**config.mk**
```make
export PLATFORM = sky130hd
export DESIGN_NAME = audio_noise_gate_core_flat
export DESIGN_NICKNAME = d
export VERILOG_FILES = /design/src/rtl/ang_pkg.sv /design/src/rtl/ang_if.sv /design/src/rtl/ang_regs.sv /design/src/rtl/ang_ctrl.sv /design/src/rtl/ang_dp.sv /design/src/rtl/audio_noise_gate_core.sv /design/src/flat_wrapper.sv
export SDC_FILE = /design/constraint.sdc
export NUM_CORES = 2
export LEC_CHECK = 0
export BUFFER_PORTS_ARGS = -buffer_cell sky130_fd_sc_hd__buf_2
export CAP_MARGIN = 20
export CORE_UTILIZATION = 45
export CTS_CLUSTER_SIZE = 24
export DETAILED_ROUTE_END_ITERATION = 16
export SYNTH_ARGS = -nofsm -noshare
export SYNTH_HDL_FRONTEND = slang
export SYNTH_SLANG_ARGS = --single-unit
```
**constraint.sdc**
```tcl
create_clock -name clock -period 11.5 [get_ports clock]
set_input_delay 1.15 -clock clock [delete_from_list [all_inputs] [get_ports clock]]
set_output_delay 1.15 -clock clock [all_outputs]
set_load 0.1 [all_outputs]
```
**src/rtl/ang_pkg.sv**
```systemverilog
package ang_pkg;

   localparam int CHANNELS      = 2;
   localparam int SAMPLE_BITS   = 24;
   localparam int FRAC_BITS     = 24;
   localparam int COEFF_BITS    = 24;
   localparam int LEVEL_BITS    = 24;
   localparam int GAIN_BITS     = FRAC_BITS + 1;
   localparam int ENV_BITS      = SAMPLE_BITS + 1;
   localparam int MUL_BITS      = (ENV_BITS > GAIN_BITS) ? ENV_BITS : GAIN_BITS;
   localparam int PROD_BITS     = 2 * MUL_BITS;
   localparam int CH_IDX_BITS   = (CHANNELS > 1) ? $clog2(CHANNELS) : 1;
   localparam int CSR_IDX_BITS  = 3;
   localparam int CSR_DATA_BITS = 24;

   localparam logic [GAIN_BITS-1:0]  GAIN_ONE  = GAIN_BITS'(1) << FRAC_BITS;
   localparam logic [PROD_BITS:0]    ROUND_UP  = (PROD_BITS + 1)'((1 << FRAC_BITS) - 1);

   localparam logic [LEVEL_BITS-1:0] THRESHOLD_RESET = LEVEL_BITS'(8389);
   localparam logic [COEFF_BITS-1:0] ATTACK_RESET    = COEFF_BITS'(16431303);
   localparam logic [COEFF_BITS-1:0] RELEASE_RESET   = COEFF_BITS'(16773721);
   localparam logic [COEFF_BITS-1:0] OPEN_RESET      = COEFF_BITS'(16431303);
   localparam logic [COEFF_BITS-1:0] CLOSE_RESET     = COEFF_BITS'(16770227);

   typedef enum logic [CSR_IDX_BITS-1:0] {
      REG_GATE_ENABLE = 3'd0,
      REG_THRESHOLD   = 3'd1,
      REG_ATTACK      = 3'd2,
      REG_RELEASE     = 3'd3,
      REG_OPEN        = 3'd4,
      REG_CLOSE       = 3'd5
   } ang_reg_type;

   typedef logic signed [SAMPLE_BITS-1:0] sample_type;

   typedef struct packed {
      logic                  gate_enable;
      logic [LEVEL_BITS-1:0] threshold_level;
      logic [COEFF_BITS-1:0] attack_coeff;
      logic [COEFF_BITS-1:0] release_coeff;
      logic [COEFF_BITS-1:0] open_coeff;
      logic [COEFF_BITS-1:0] close_coeff;
   } ang_cfg_type;

   typedef struct packed {
      logic                   load_req;
      logic                   env_op;
      logic                   env_upd;
      logic                   gain_op;
      logic                   gain_upd;
      logic                   ch_op;
      logic                   ch_upd;
      logic                   rsp_load;
      logic [CH_IDX_BITS-1:0] ch_sel;
   } ang_cmd_type;

endpackage

```
**src/rtl/ang_if.sv**
```systemverilog
interface ang_req_if;
   import ang_pkg::*;
   logic       valid;
   logic       ready;
   sample_type sample_ch0;
   sample_type sample_ch1;
   modport source (output valid, output sample_ch0, output sample_ch1, input ready);
   modport sink (input valid, input sample_ch0, input sample_ch1, output ready);
endinterface

interface ang_rsp_if;
   import ang_pkg::*;
   logic                 valid;
   logic                 ready;
   sample_type           out_ch0;
   sample_type           out_ch1;
   logic [GAIN_BITS-1:0] gain_level;
   modport source (output valid, output out_ch0, output out_ch1, output gain_level,
                   input ready);
   modport sink (input valid, input out_ch0, input out_ch1, input gain_level,
                 output ready);
endinterface

interface ang_csr_if;
   import ang_pkg::*;
   logic                     valid;
   logic                     ready;
   logic [CSR_IDX_BITS-1:0]  index;
   logic [CSR_DATA_BITS-1:0] data;
   modport source (output valid, output index, output data, input ready);
   modport sink (input valid, input index, input data, output ready);
endinterface

```
**src/rtl/ang_regs.sv**
```systemverilog
module ang_regs (
   input  logic                clock,
   input  logic                reset,
   ang_csr_if.sink             csr,
   output ang_pkg::ang_cfg_type cfg
);
   import ang_pkg::*;

   ang_cfg_type cfg_ff;
   ang_cfg_type cfg_in;

   assign csr.ready = 1'b1;
   assign cfg       = cfg_ff;

   always_comb begin
      cfg_in = cfg_ff;
      if (csr.valid) begin
         unique case (ang_reg_type'(csr.index))
            REG_GATE_ENABLE: cfg_in.gate_enable     = csr.data[0];
            REG_THRESHOLD:   cfg_in.threshold_level = LEVEL_BITS'(csr.data);
            REG_ATTACK:      cfg_in.attack_coeff    = COEFF_BITS'(csr.data);
            REG_RELEASE:     cfg_in.release_coeff   = COEFF_BITS'(csr.data);
            REG_OPEN:        cfg_in.open_coeff      = COEFF_BITS'(csr.data);
            REG_CLOSE:       cfg_in.close_coeff     = COEFF_BITS'(csr.data);
            default: ;
         endcase
      end
   end

   always_ff @(posedge clock) begin
      if (reset) begin
         cfg_ff.gate_enable     <= 1'b0;
         cfg_ff.threshold_level <= THRESHOLD_RESET;
         cfg_ff.attack_coeff    <= ATTACK_RESET;
         cfg_ff.release_coeff   <= RELEASE_RESET;
         cfg_ff.open_coeff      <= OPEN_RESET;
         cfg_ff.close_coeff     <= CLOSE_RESET;
      end else begin
         cfg_ff <= cfg_in;
      end
   end

endmodule

```
**src/rtl/ang_ctrl.sv**
```systemverilog
module ang_ctrl (
   input  logic                 clock,
   input  logic                 reset,
   input  logic                 gate_enable,
   input  logic                 req_valid,
   output logic                 req_ready,
   output logic                 rsp_valid,
   input  logic                 rsp_ready,
   output ang_pkg::ang_cmd_type cmd
);
   import ang_pkg::*;

   typedef enum logic [3:0] {
      ST_IDLE,
      ST_ENV_OP,
      ST_ENV_MUL,
      ST_ENV_UPD,
      ST_GAIN_OP,
      ST_GAIN_MUL,
      ST_GAIN_UPD,
      ST_CH_OP,
      ST_CH_MUL,
      ST_CH_UPD,
      ST_FINISH
   } state_type;

   state_type              state_ff, state_in;
   logic [CH_IDX_BITS-1:0] ch_ff, ch_in;
   logic                   rsp_valid_ff, rsp_valid_in;

   assign req_ready = (state_ff == ST_IDLE);
   assign rsp_valid = rsp_valid_ff;

   always_comb begin
      state_in     = state_ff;
      ch_in        = ch_ff;
      rsp_valid_in = rsp_valid_ff && !rsp_ready;
      cmd          = '0;
      cmd.ch_sel   = ch_ff;
      unique case (state_ff)
         ST_IDLE: begin
            if (req_valid) begin
               cmd.load_req = 1'b1;
               state_in     = gate_enable ? ST_ENV_OP : ST_FINISH;
            end
         end
         ST_ENV_OP: begin
            cmd.env_op = 1'b1;
            state_in   = ST_ENV_MUL;
         end
         ST_ENV_MUL: state_in = ST_ENV_UPD;
         ST_ENV_UPD: begin
            cmd.env_upd = 1'b1;
            state_in    = ST_GAIN_OP;
         end
         ST_GAIN_OP: begin
            cmd.gain_op = 1'b1;
            state_in    = ST_GAIN_MUL;
         end
         ST_GAIN_MUL: state_in = ST_GAIN_UPD;
         ST_GAIN_UPD: begin
            cmd.gain_upd = 1'b1;
            ch_in        = '0;
            state_in     = ST_CH_OP;
         end
         ST_CH_OP: begin
            cmd.ch_op = 1'b1;
            state_in  = ST_CH_MUL;
         end
         ST_CH_MUL: state_in = ST_CH_UPD;
         ST_CH_UPD: begin
            cmd.ch_upd = 1'b1;
            if (ch_ff == CH_IDX_BITS'(CHANNELS - 1)) begin
               state_in = ST_FINISH;
            end else begin
               ch_in    = ch_ff + 1'b1;
               state_in = ST_CH_OP;
            end
         end
         ST_FINISH: begin
            if (!rsp_valid_ff || rsp_ready) begin
               cmd.rsp_load = 1'b1;
               rsp_valid_in = 1'b1;
               state_in     = ST_IDLE;
            end
         end
         default: state_in = ST_IDLE;
      endcase
   end

   always_ff @(posedge clock) begin
      if (reset) begin
         state_ff     <= ST_IDLE;
         ch_ff        <= '0;
         rsp_valid_ff <= 1'b0;
      end else begin
         state_ff     <= state_in;
         ch_ff        <= ch_in;
         rsp_valid_ff <= rsp_valid_in;
      end
   end

endmodule

```
**src/rtl/ang_dp.sv**
```systemverilog
module ang_dp (
   input  logic                          clock,
   input  logic                          reset,
   input  ang_pkg::ang_cfg_type          cfg,
   input  ang_pkg::ang_cmd_type          cmd,
   input  ang_pkg::sample_type           req_sample [ang_pkg::CHANNELS],
   output ang_pkg::sample_type           rsp_sample [ang_pkg::CHANNELS],
   output logic [ang_pkg::GAIN_BITS-1:0] rsp_gain
);
   import ang_pkg::*;

   sample_type           samp_ff [CHANNELS];
   sample_type           work_ff [CHANNELS];
   sample_type           rsp_ff  [CHANNELS];
   logic [GAIN_BITS-1:0] rsp_gain_ff;
   logic                 bypass_ff;
   logic [ENV_BITS-1:0]  env_ff;
   logic [GAIN_BITS-1:0] gain_ff;
   logic                 up_ff;
   logic [MUL_BITS-1:0]  a_ff, b_ff;
   logic [PROD_BITS-1:0] prod_ff;

   logic [ENV_BITS-1:0]  mag [CHANNELS];
   logic [ENV_BITS-1:0]  peak;
   logic [ENV_BITS-1:0]  env_diff;
   logic [GAIN_BITS-1:0] target, gain_diff;
   logic                 peak_up, gain_up;
   logic [COEFF_BITS-1:0] env_coeff, gain_coeff;
   logic [MUL_BITS-1:0]  step;
   logic [SAMPLE_BITS-1:0] q_floor, q_ceil;

   function automatic logic [MUL_BITS-1:0] pole_k(input logic [COEFF_BITS-1:0] c);
      logic [FRAC_BITS:0] k;
      k = (FRAC_BITS + 1)'(1) << FRAC_BITS;
      k = k - (FRAC_BITS + 1)'(c);
      return MUL_BITS'(k);
   endfunction

   always_comb begin
      for (int c = 0; c < CHANNELS; c++) begin
         if (samp_ff[c][SAMPLE_BITS-1]) begin
            mag[c] = ENV_BITS'(0) - ENV_BITS'({1'b1, samp_ff[c]});
         end else begin
            mag[c] = ENV_BITS'(samp_ff[c]);
         end
      end
      peak = '0;
      for (int c = 0; c < CHANNELS; c++) begin
         if (mag[c] > peak) begin
            peak = mag[c];
         end
      end
   end

   assign peak_up   = (peak >= env_ff);
   assign env_diff  = peak_up ? (peak - env_ff) : (env_ff - peak);
   assign env_coeff = (peak > env_ff) ? cfg.attack_coeff : cfg.release_coeff;

   assign target     = (env_ff >= ENV_BITS'(cfg.threshold_level)) ? GAIN_ONE : '0;
   assign gain_up    = (target >= gain_ff);
   assign gain_diff  = gain_up ? (target - gain_ff) : (gain_ff - target);
   assign gain_coeff = (target > gain_ff) ? cfg.open_coeff : cfg.close_coeff;

   logic [PROD_BITS:0] prod_round;
   assign prod_round = {1'b0, prod_ff} + ROUND_UP;
   assign step       = prod_round[FRAC_BITS +: MUL_BITS];
   assign q_floor    = prod_ff[FRAC_BITS +: SAMPLE_BITS];
   assign q_ceil     = prod_round[FRAC_BITS +: SAMPLE_BITS];

   always_ff @(posedge clock) begin
      prod_ff <= a_ff * b_ff;
      if (cmd.load_req) begin
         samp_ff   <= req_sample;
         bypass_ff <= !cfg.gate_enable;
      end
      if (cmd.env_op) begin
         a_ff  <= pole_k(env_coeff);
         b_ff  <= MUL_BITS'(env_diff);
         up_ff <= peak_up;
      end
      if (cmd.gain_op) begin
         a_ff  <= pole_k(gain_coeff);
         b_ff  <= MUL_BITS'(gain_diff);
         up_ff <= gain_up;
      end
      if (cmd.ch_op) begin
         a_ff <= MUL_BITS'(mag[cmd.ch_sel]);
         b_ff <= MUL_BITS'(gain_ff);
      end
      if (cmd.ch_upd) begin
         if (samp_ff[cmd.ch_sel][SAMPLE_BITS-1]) begin
            work_ff[cmd.ch_sel] <= sample_type'(SAMPLE_BITS'(0) - q_ceil);
         end else begin
            work_ff[cmd.ch_sel] <= sample_type'(q_floor);
         end
      end
      if (cmd.rsp_load) begin
         if (bypass_ff) begin
            rsp_ff      <= samp_ff;
            rsp_gain_ff <= GAIN_ONE;
         end else begin
            rsp_ff      <= work_ff;
            rsp_gain_ff <= gain_ff;
         end
      end
   end

   always_ff @(posedge clock) begin
      if (reset) begin
         env_ff  <= '0;
         gain_ff <= '0;
      end else begin
         if (cmd.env_upd) begin
            env_ff <= up_ff ? env_ff + ENV_BITS'(step) : env_ff - ENV_BITS'(step);
         end
         if (cmd.gain_upd) begin
            gain_ff <= up_ff ? gain_ff + GAIN_BITS'(step) : gain_ff - GAIN_BITS'(step);
         end
      end
   end

   assign rsp_sample = rsp_ff;
   assign rsp_gain   = rsp_gain_ff;

endmodule

```
**src/rtl/audio_noise_gate_core.sv**
```systemverilog
// Channel    Dir  Payload
// req_chan   in   sample_ch0, sample_ch1 (signed, Q1.23)
// rsp_chan   out  out_ch0, out_ch1 (signed, Q1.23), gain_level (Q1.24)
// csr_chan   in   index, data (register write, always ready)
//
// One frame at a time. Gate enabled: the single shared 25x25 multiplier serves the
// envelope, the gain and each channel in turn. Gate disabled: the samples pass
// straight to the output register with unity gain.
// Synchronous reset clears the envelope, the gain and the handshakes and sets the registers to their reset values.
// A stalled response holds in the output register; the next request is taken and
// worked on meanwhile, its result waiting until that register frees.
module audio_noise_gate_core (
   input  logic      clock,
   input  logic      reset,
   ang_req_if.sink   req_chan,
   ang_rsp_if.source rsp_chan,
   ang_csr_if.sink   csr_chan
);
   import ang_pkg::*;

   ang_cfg_type          cfg;
   ang_cmd_type          cmd;
   sample_type           req_sample [CHANNELS];
   sample_type           rsp_sample [CHANNELS];
   logic [GAIN_BITS-1:0] rsp_gain;

   assign req_sample[0] = req_chan.sample_ch0;
   assign req_sample[1] = req_chan.sample_ch1;

   assign rsp_chan.out_ch0    = rsp_sample[0];
   assign rsp_chan.out_ch1    = rsp_sample[1];
   assign rsp_chan.gain_level = rsp_gain;

   ang_regs u_regs (
      .clock (clock),
      .reset (reset),
      .csr   (csr_chan),
      .cfg   (cfg)
   );

   ang_ctrl u_ctrl (
      .clock       (clock),
      .reset       (reset),
      .gate_enable (cfg.gate_enable),
      .req_valid   (req_chan.valid),
      .req_ready   (req_chan.ready),
      .rsp_valid   (rsp_chan.valid),
      .rsp_ready   (rsp_chan.ready),
      .cmd         (cmd)
   );

   ang_dp u_dp (
      .clock      (clock),
      .reset      (reset),
      .cfg        (cfg),
      .cmd        (cmd),
      .req_sample (req_sample),
      .rsp_sample (rsp_sample),
      .rsp_gain   (rsp_gain)
   );

endmodule

```
**src/flat_wrapper.sv**
```systemverilog
// flat-port wrapper written by rule: the top's interface ports become plain ports
module audio_noise_gate_core_flat import ang_pkg::*;
  (clock, reset, req_chan_valid, req_chan_sample_ch0, req_chan_sample_ch1, req_chan_ready, rsp_chan_valid, rsp_chan_out_ch0, rsp_chan_out_ch1, rsp_chan_gain_level, rsp_chan_ready, csr_chan_valid, csr_chan_index, csr_chan_data, csr_chan_ready);
  ang_req_if req_chan_i ();
  ang_rsp_if rsp_chan_i ();
  ang_csr_if csr_chan_i ();
  input  logic clock;
  input  logic reset;
  input wire logic [$bits(req_chan_i.valid)-1:0] req_chan_valid;
  input wire logic [$bits(req_chan_i.sample_ch0)-1:0] req_chan_sample_ch0;
  input wire logic [$bits(req_chan_i.sample_ch1)-1:0] req_chan_sample_ch1;
  output wire logic [$bits(req_chan_i.ready)-1:0] req_chan_ready;
  output wire logic [$bits(rsp_chan_i.valid)-1:0] rsp_chan_valid;
  output wire logic [$bits(rsp_chan_i.out_ch0)-1:0] rsp_chan_out_ch0;
  output wire logic [$bits(rsp_chan_i.out_ch1)-1:0] rsp_chan_out_ch1;
  output wire logic [$bits(rsp_chan_i.gain_level)-1:0] rsp_chan_gain_level;
  input wire logic [$bits(rsp_chan_i.ready)-1:0] rsp_chan_ready;
  input wire logic [$bits(csr_chan_i.valid)-1:0] csr_chan_valid;
  input wire logic [$bits(csr_chan_i.index)-1:0] csr_chan_index;
  input wire logic [$bits(csr_chan_i.data)-1:0] csr_chan_data;
  output wire logic [$bits(csr_chan_i.ready)-1:0] csr_chan_ready;
  assign req_chan_i.valid = req_chan_valid;
  assign req_chan_i.sample_ch0 = req_chan_sample_ch0;
  assign req_chan_i.sample_ch1 = req_chan_sample_ch1;
  assign req_chan_ready = req_chan_i.ready;
  assign rsp_chan_valid = rsp_chan_i.valid;
  assign rsp_chan_out_ch0 = rsp_chan_i.out_ch0;
  assign rsp_chan_out_ch1 = rsp_chan_i.out_ch1;
  assign rsp_chan_gain_level = rsp_chan_i.gain_level;
  assign rsp_chan_i.ready = rsp_chan_ready;
  assign csr_chan_i.valid = csr_chan_valid;
  assign csr_chan_i.index = csr_chan_index;
  assign csr_chan_i.data = csr_chan_data;
  assign csr_chan_ready = csr_chan_i.ready;
  audio_noise_gate_core u_core (.clock(clock), .reset(reset), .req_chan(req_chan_i), .rsp_chan(rsp_chan_i), .csr_chan(csr_chan_i));
endmodule
```
==> flow_metrics.env <==
export IMPL_status="finished clean"
export IMPL_ys_seq_area_frac=0.237
export IMPL_clkLatencyLatePin_ns=0.70
export IMPL_synth_area_um2=47100
export IMPL_hold_depth=2
export IMPL_hold_end="u_core.u_regs.cfg[29]"
export IMPL_synthFlopType="dfxtp_1"
export IMPL_avgRoutedWirePerCell_um=23.3
export IMPL_area_growth_pct=8.28
export IMPL_ys_ff_latch=447
export IMPL_cts_sinks=447
export IMPL_cts_resized=0
export IMPL_regToRegEndpoint="u_core.u_dp.a_ff[18]"
export IMPL_syn_area_per_cell_um2=8.88
export IMPL_h_tree_depth=2
export IMPL_cap_violations=0
export IMPL_wl_um=157000
export IMPL_die_area_um2=106000
export IMPL_slew_headroom=0.203
export IMPL_ant_nets=0
export IMPL_cts_buffers=54
export IMPL_finClkSkew_ns=0.0682
export IMPL_final_max_slew_viol_count=0
export IMPL_dieWidth_um=325
export IMPL_io_buffers=154
export IMPL_fmax_ghz=0.0990
export IMPL_first_pass_iters=5
export IMPL_finalWeightedCongestion=0.973
export IMPL_fin_crit_ns=10.11
export IMPL_setup_viol=0
export IMPL_hold_path_class="reg -> reg"
export IMPL_cts_buffer_depth=3
export IMPL_arrival_ns=10.52
export IMPL_placementRows=118
export IMPL_drive_above_1_share=0.0893
export IMPL_initial_core_util=0.454
export IMPL_startpoint_type="flip-flop"
export IMPL_n_fill_cell=10000
export IMPL_reg2regPathDepth=31
export IMPL_synth_common_cells="956 x nand2_1, 653 x inv_1, 529 x fa_1, 332 x ha_1, 270 x clkbuf_1"
export IMPL_critPathCaptureType="flip-flop"
export IMPL_netlist_area_leader_share=0.225
export IMPL_r2r_slack_ns=1.39
export IMPL_drtIter0Drc=2938
export IMPL_grt_pass1_vias=37300
export IMPL_track_usage=0.297
export IMPL_synth_edf_count=221
export IMPL_async_flop_share=0
export IMPL_max_stage_delay_ns=0.87
export IMPL_grt_first_pass_wirelength_um=238000
export IMPL_clockRootBuffer="clkbuf_16"
export IMPL_syn_inst=5306
export IMPL_holdBufCountCts=0
export IMPL_yosysWarnings=0
export IMPL_grt_antenna_before_repair=12
export IMPL_tightest_slew_ns=1.19
export IMPL_vias=37800
export IMPL_grt_ovfl_total=0
export IMPL_crit_required_ns=11.92
export IMPL_crit_top_cell="ha_1"
export IMPL_drc=0
export IMPL_multi_input_area_um2=32300
export IMPL_synth_area_leader_cell="fa_1"
export IMPL_hold_viol_final=0
export IMPL_io_pins=156
export IMPL_path_class="reg -> reg"
export IMPL_grt_max_degree=74
export IMPL_synth_cell_types=98
export IMPL_cts_setup_buffers=0
export IMPL_fin_setup_tns_ns=0
export IMPL_cp_slowest_cell="o22ai_4"
export IMPL_viasPerCell=5.63
export IMPL_min_from="u_core.u_regs.cfg[29]"
export IMPL_rsz0062_at_grt="no"
export IMPL_yosys_top_cells_area="fa_1 22%, edfxtp_1 14%, dfxtp_1 9.6%"
export IMPL_yosysMostFrequentCell="nand2_1"
export IMPL_cts_clk_slew_worst_paths_ns=0.07
export IMPL_die_h_um=325
export IMPL_hpwl_um=124000
export IMPL_nets=6239
export IMPL_fin_crit_sh=0.879
export IMPL_r2r_start="u_core.u_dp.samp_ff[0]"
export IMPL_core_region_area_um2=104000
export IMPL_path_max_fanout=25
export IMPL_cts_tree="done"
export IMPL_layout_area_seq_um2=11200
[worst max path at each step]
stage / start / end / slack [ns] / cells past startpoint
after floorplan: u_core.u_dp.samp_ff[7] / u_core.u_dp.a_ff[18] / 2.75 / 32
after global placement: u_core.u_dp.samp_ff[0] / u_core.u_dp.a_ff[18] / 1.58 / 31
after detailed placement: u_core.u_dp.samp_ff[0] / u_core.u_dp.a_ff[18] / 1.47 / 31
after CTS: u_core.u_dp.samp_ff[0] / u_core.u_dp.a_ff[18] / 1.47 / 31
after global routing: u_core.u_dp.samp_ff[0] / u_core.u_dp.a_ff[22] / 0.77 / 31
final: u_core.u_dp.samp_ff[0] / u_core.u_dp.a_ff[18] / 1.39 / 31
[cell usage in the layout (no fill, tap or decap), types with 56 or more instances in the layout]
cell type / instances
a21o_1: 69
a21oi_1: 251
and2_1: 224
buf_2: 153
buf_4: 84
clkbuf_16: 56
dfxtp_1: 225
edfxtp_1: 221
fa_1: 529
ha_1: 332
inv_1: 652
mux2_2: 80
mux2i_1: 56
nand2_1: 956
nand3_1: 62
nand3b_1: 68
nor2_1: 210
nor3_1: 56
o21ai_0: 153
xnor2_1: 137
xor2_1: 112
[worst max-delay path: cells and delay by family, from the launching register on]
kind | cells | cell delay (ns)
AO/OA/AOI/OAI | 10 | 2.48
XOR/XNOR | 2 | 0.37
adder cells (fa/ha/maj) | 3 | 0.95
buffers and inverters | 1 | 0.30
flip-flops | 1 | 0.48
multiplexers | 2 | 0.74
AND/OR/NAND/NOR | 13 | 4.48
[kinds of logic (layout without fill, tap and decap cells)]
family | count (synthesis) | in the layout | synth area share
AOI/OAI and AO/OA | 803 | 803 | 0.110
xor gates and xnor gates | 249 | 249 | 0.0463
adders and majority gates | 861 | 861 | 0.313
buffers and inverters | 963 | 995 | 0.0780
DFF | 447 | 447 | 0.237
muxes | 136 | 136 | 0.0310
other | 2 | 9 | 0.000159
and+or+nand+nor | 1845 | 1845 | 0.184
[state kept, by name, indices dropped and copies added, names as in the netlist, 4 cells and up]
| signal | cells |
|---|---|
| u_core.u_dp.rsp_gain | 25 |
| u_core.u_dp.prod_ff | 49 |
| u_core.u_regs.cfg | 121 |
| u_core.u_dp.work_ff | 48 |
| u_core.u_dp.b_ff | 25 |
| u_core.u_dp.samp_ff | 48 |
| u_core.u_dp.a_ff | 25 |
| u_core.u_dp.gain_ff | 25 |
| u_core.u_dp.rsp_sample | 48 |
| u_core.u_dp.env_ff | 25 |
| u_core.u_ctrl.state_ff | 4 |
[final cells by class]
class,instances,area share
Clock buffer,69,0.0295
Antenna cell,5,0.000245
Timing Repair Buffer,244,0.0299
Inverter,653,0.0481
Tap cell,1380,0.0339
Clock inverter,29,0.00577
Sequential cell,447,0.219
Multi-Input combinational cell,3898,0.634
[metrics by stage]
stage          std cells  instance area, um^2   util  hold slack (ns)  worst slack [ns]
3_5_place_dp        6617                49100  0.474            0.447              1.47
2_1_floorplan       5308                47100      -            0.433              2.75
4_1_cts             6715                50900  0.491            0.456              1.47
6_report            6725                51000  0.492            0.454              1.39
5_1_grt             6720                51000  0.492            0.468             0.770
3_3_place_gp        6614                49000  0.473            0.442              1.58
[routing by layer]
metal | global-route usage | part of all wire | vias up
met3 | 0.0415 | 0.067 | 236
met1 | 0.406 | 0.43 | 19000
met2 | 0.481 | 0.47 | 1242
li1 | - | - | 17400
met4 | 0.108 | 0.037 | 8
met5 | 0 | 0.00041 | -
Power is not shown: default switching activity piles up to over one toggle a cycle in this logic, so the estimate is an artifact.
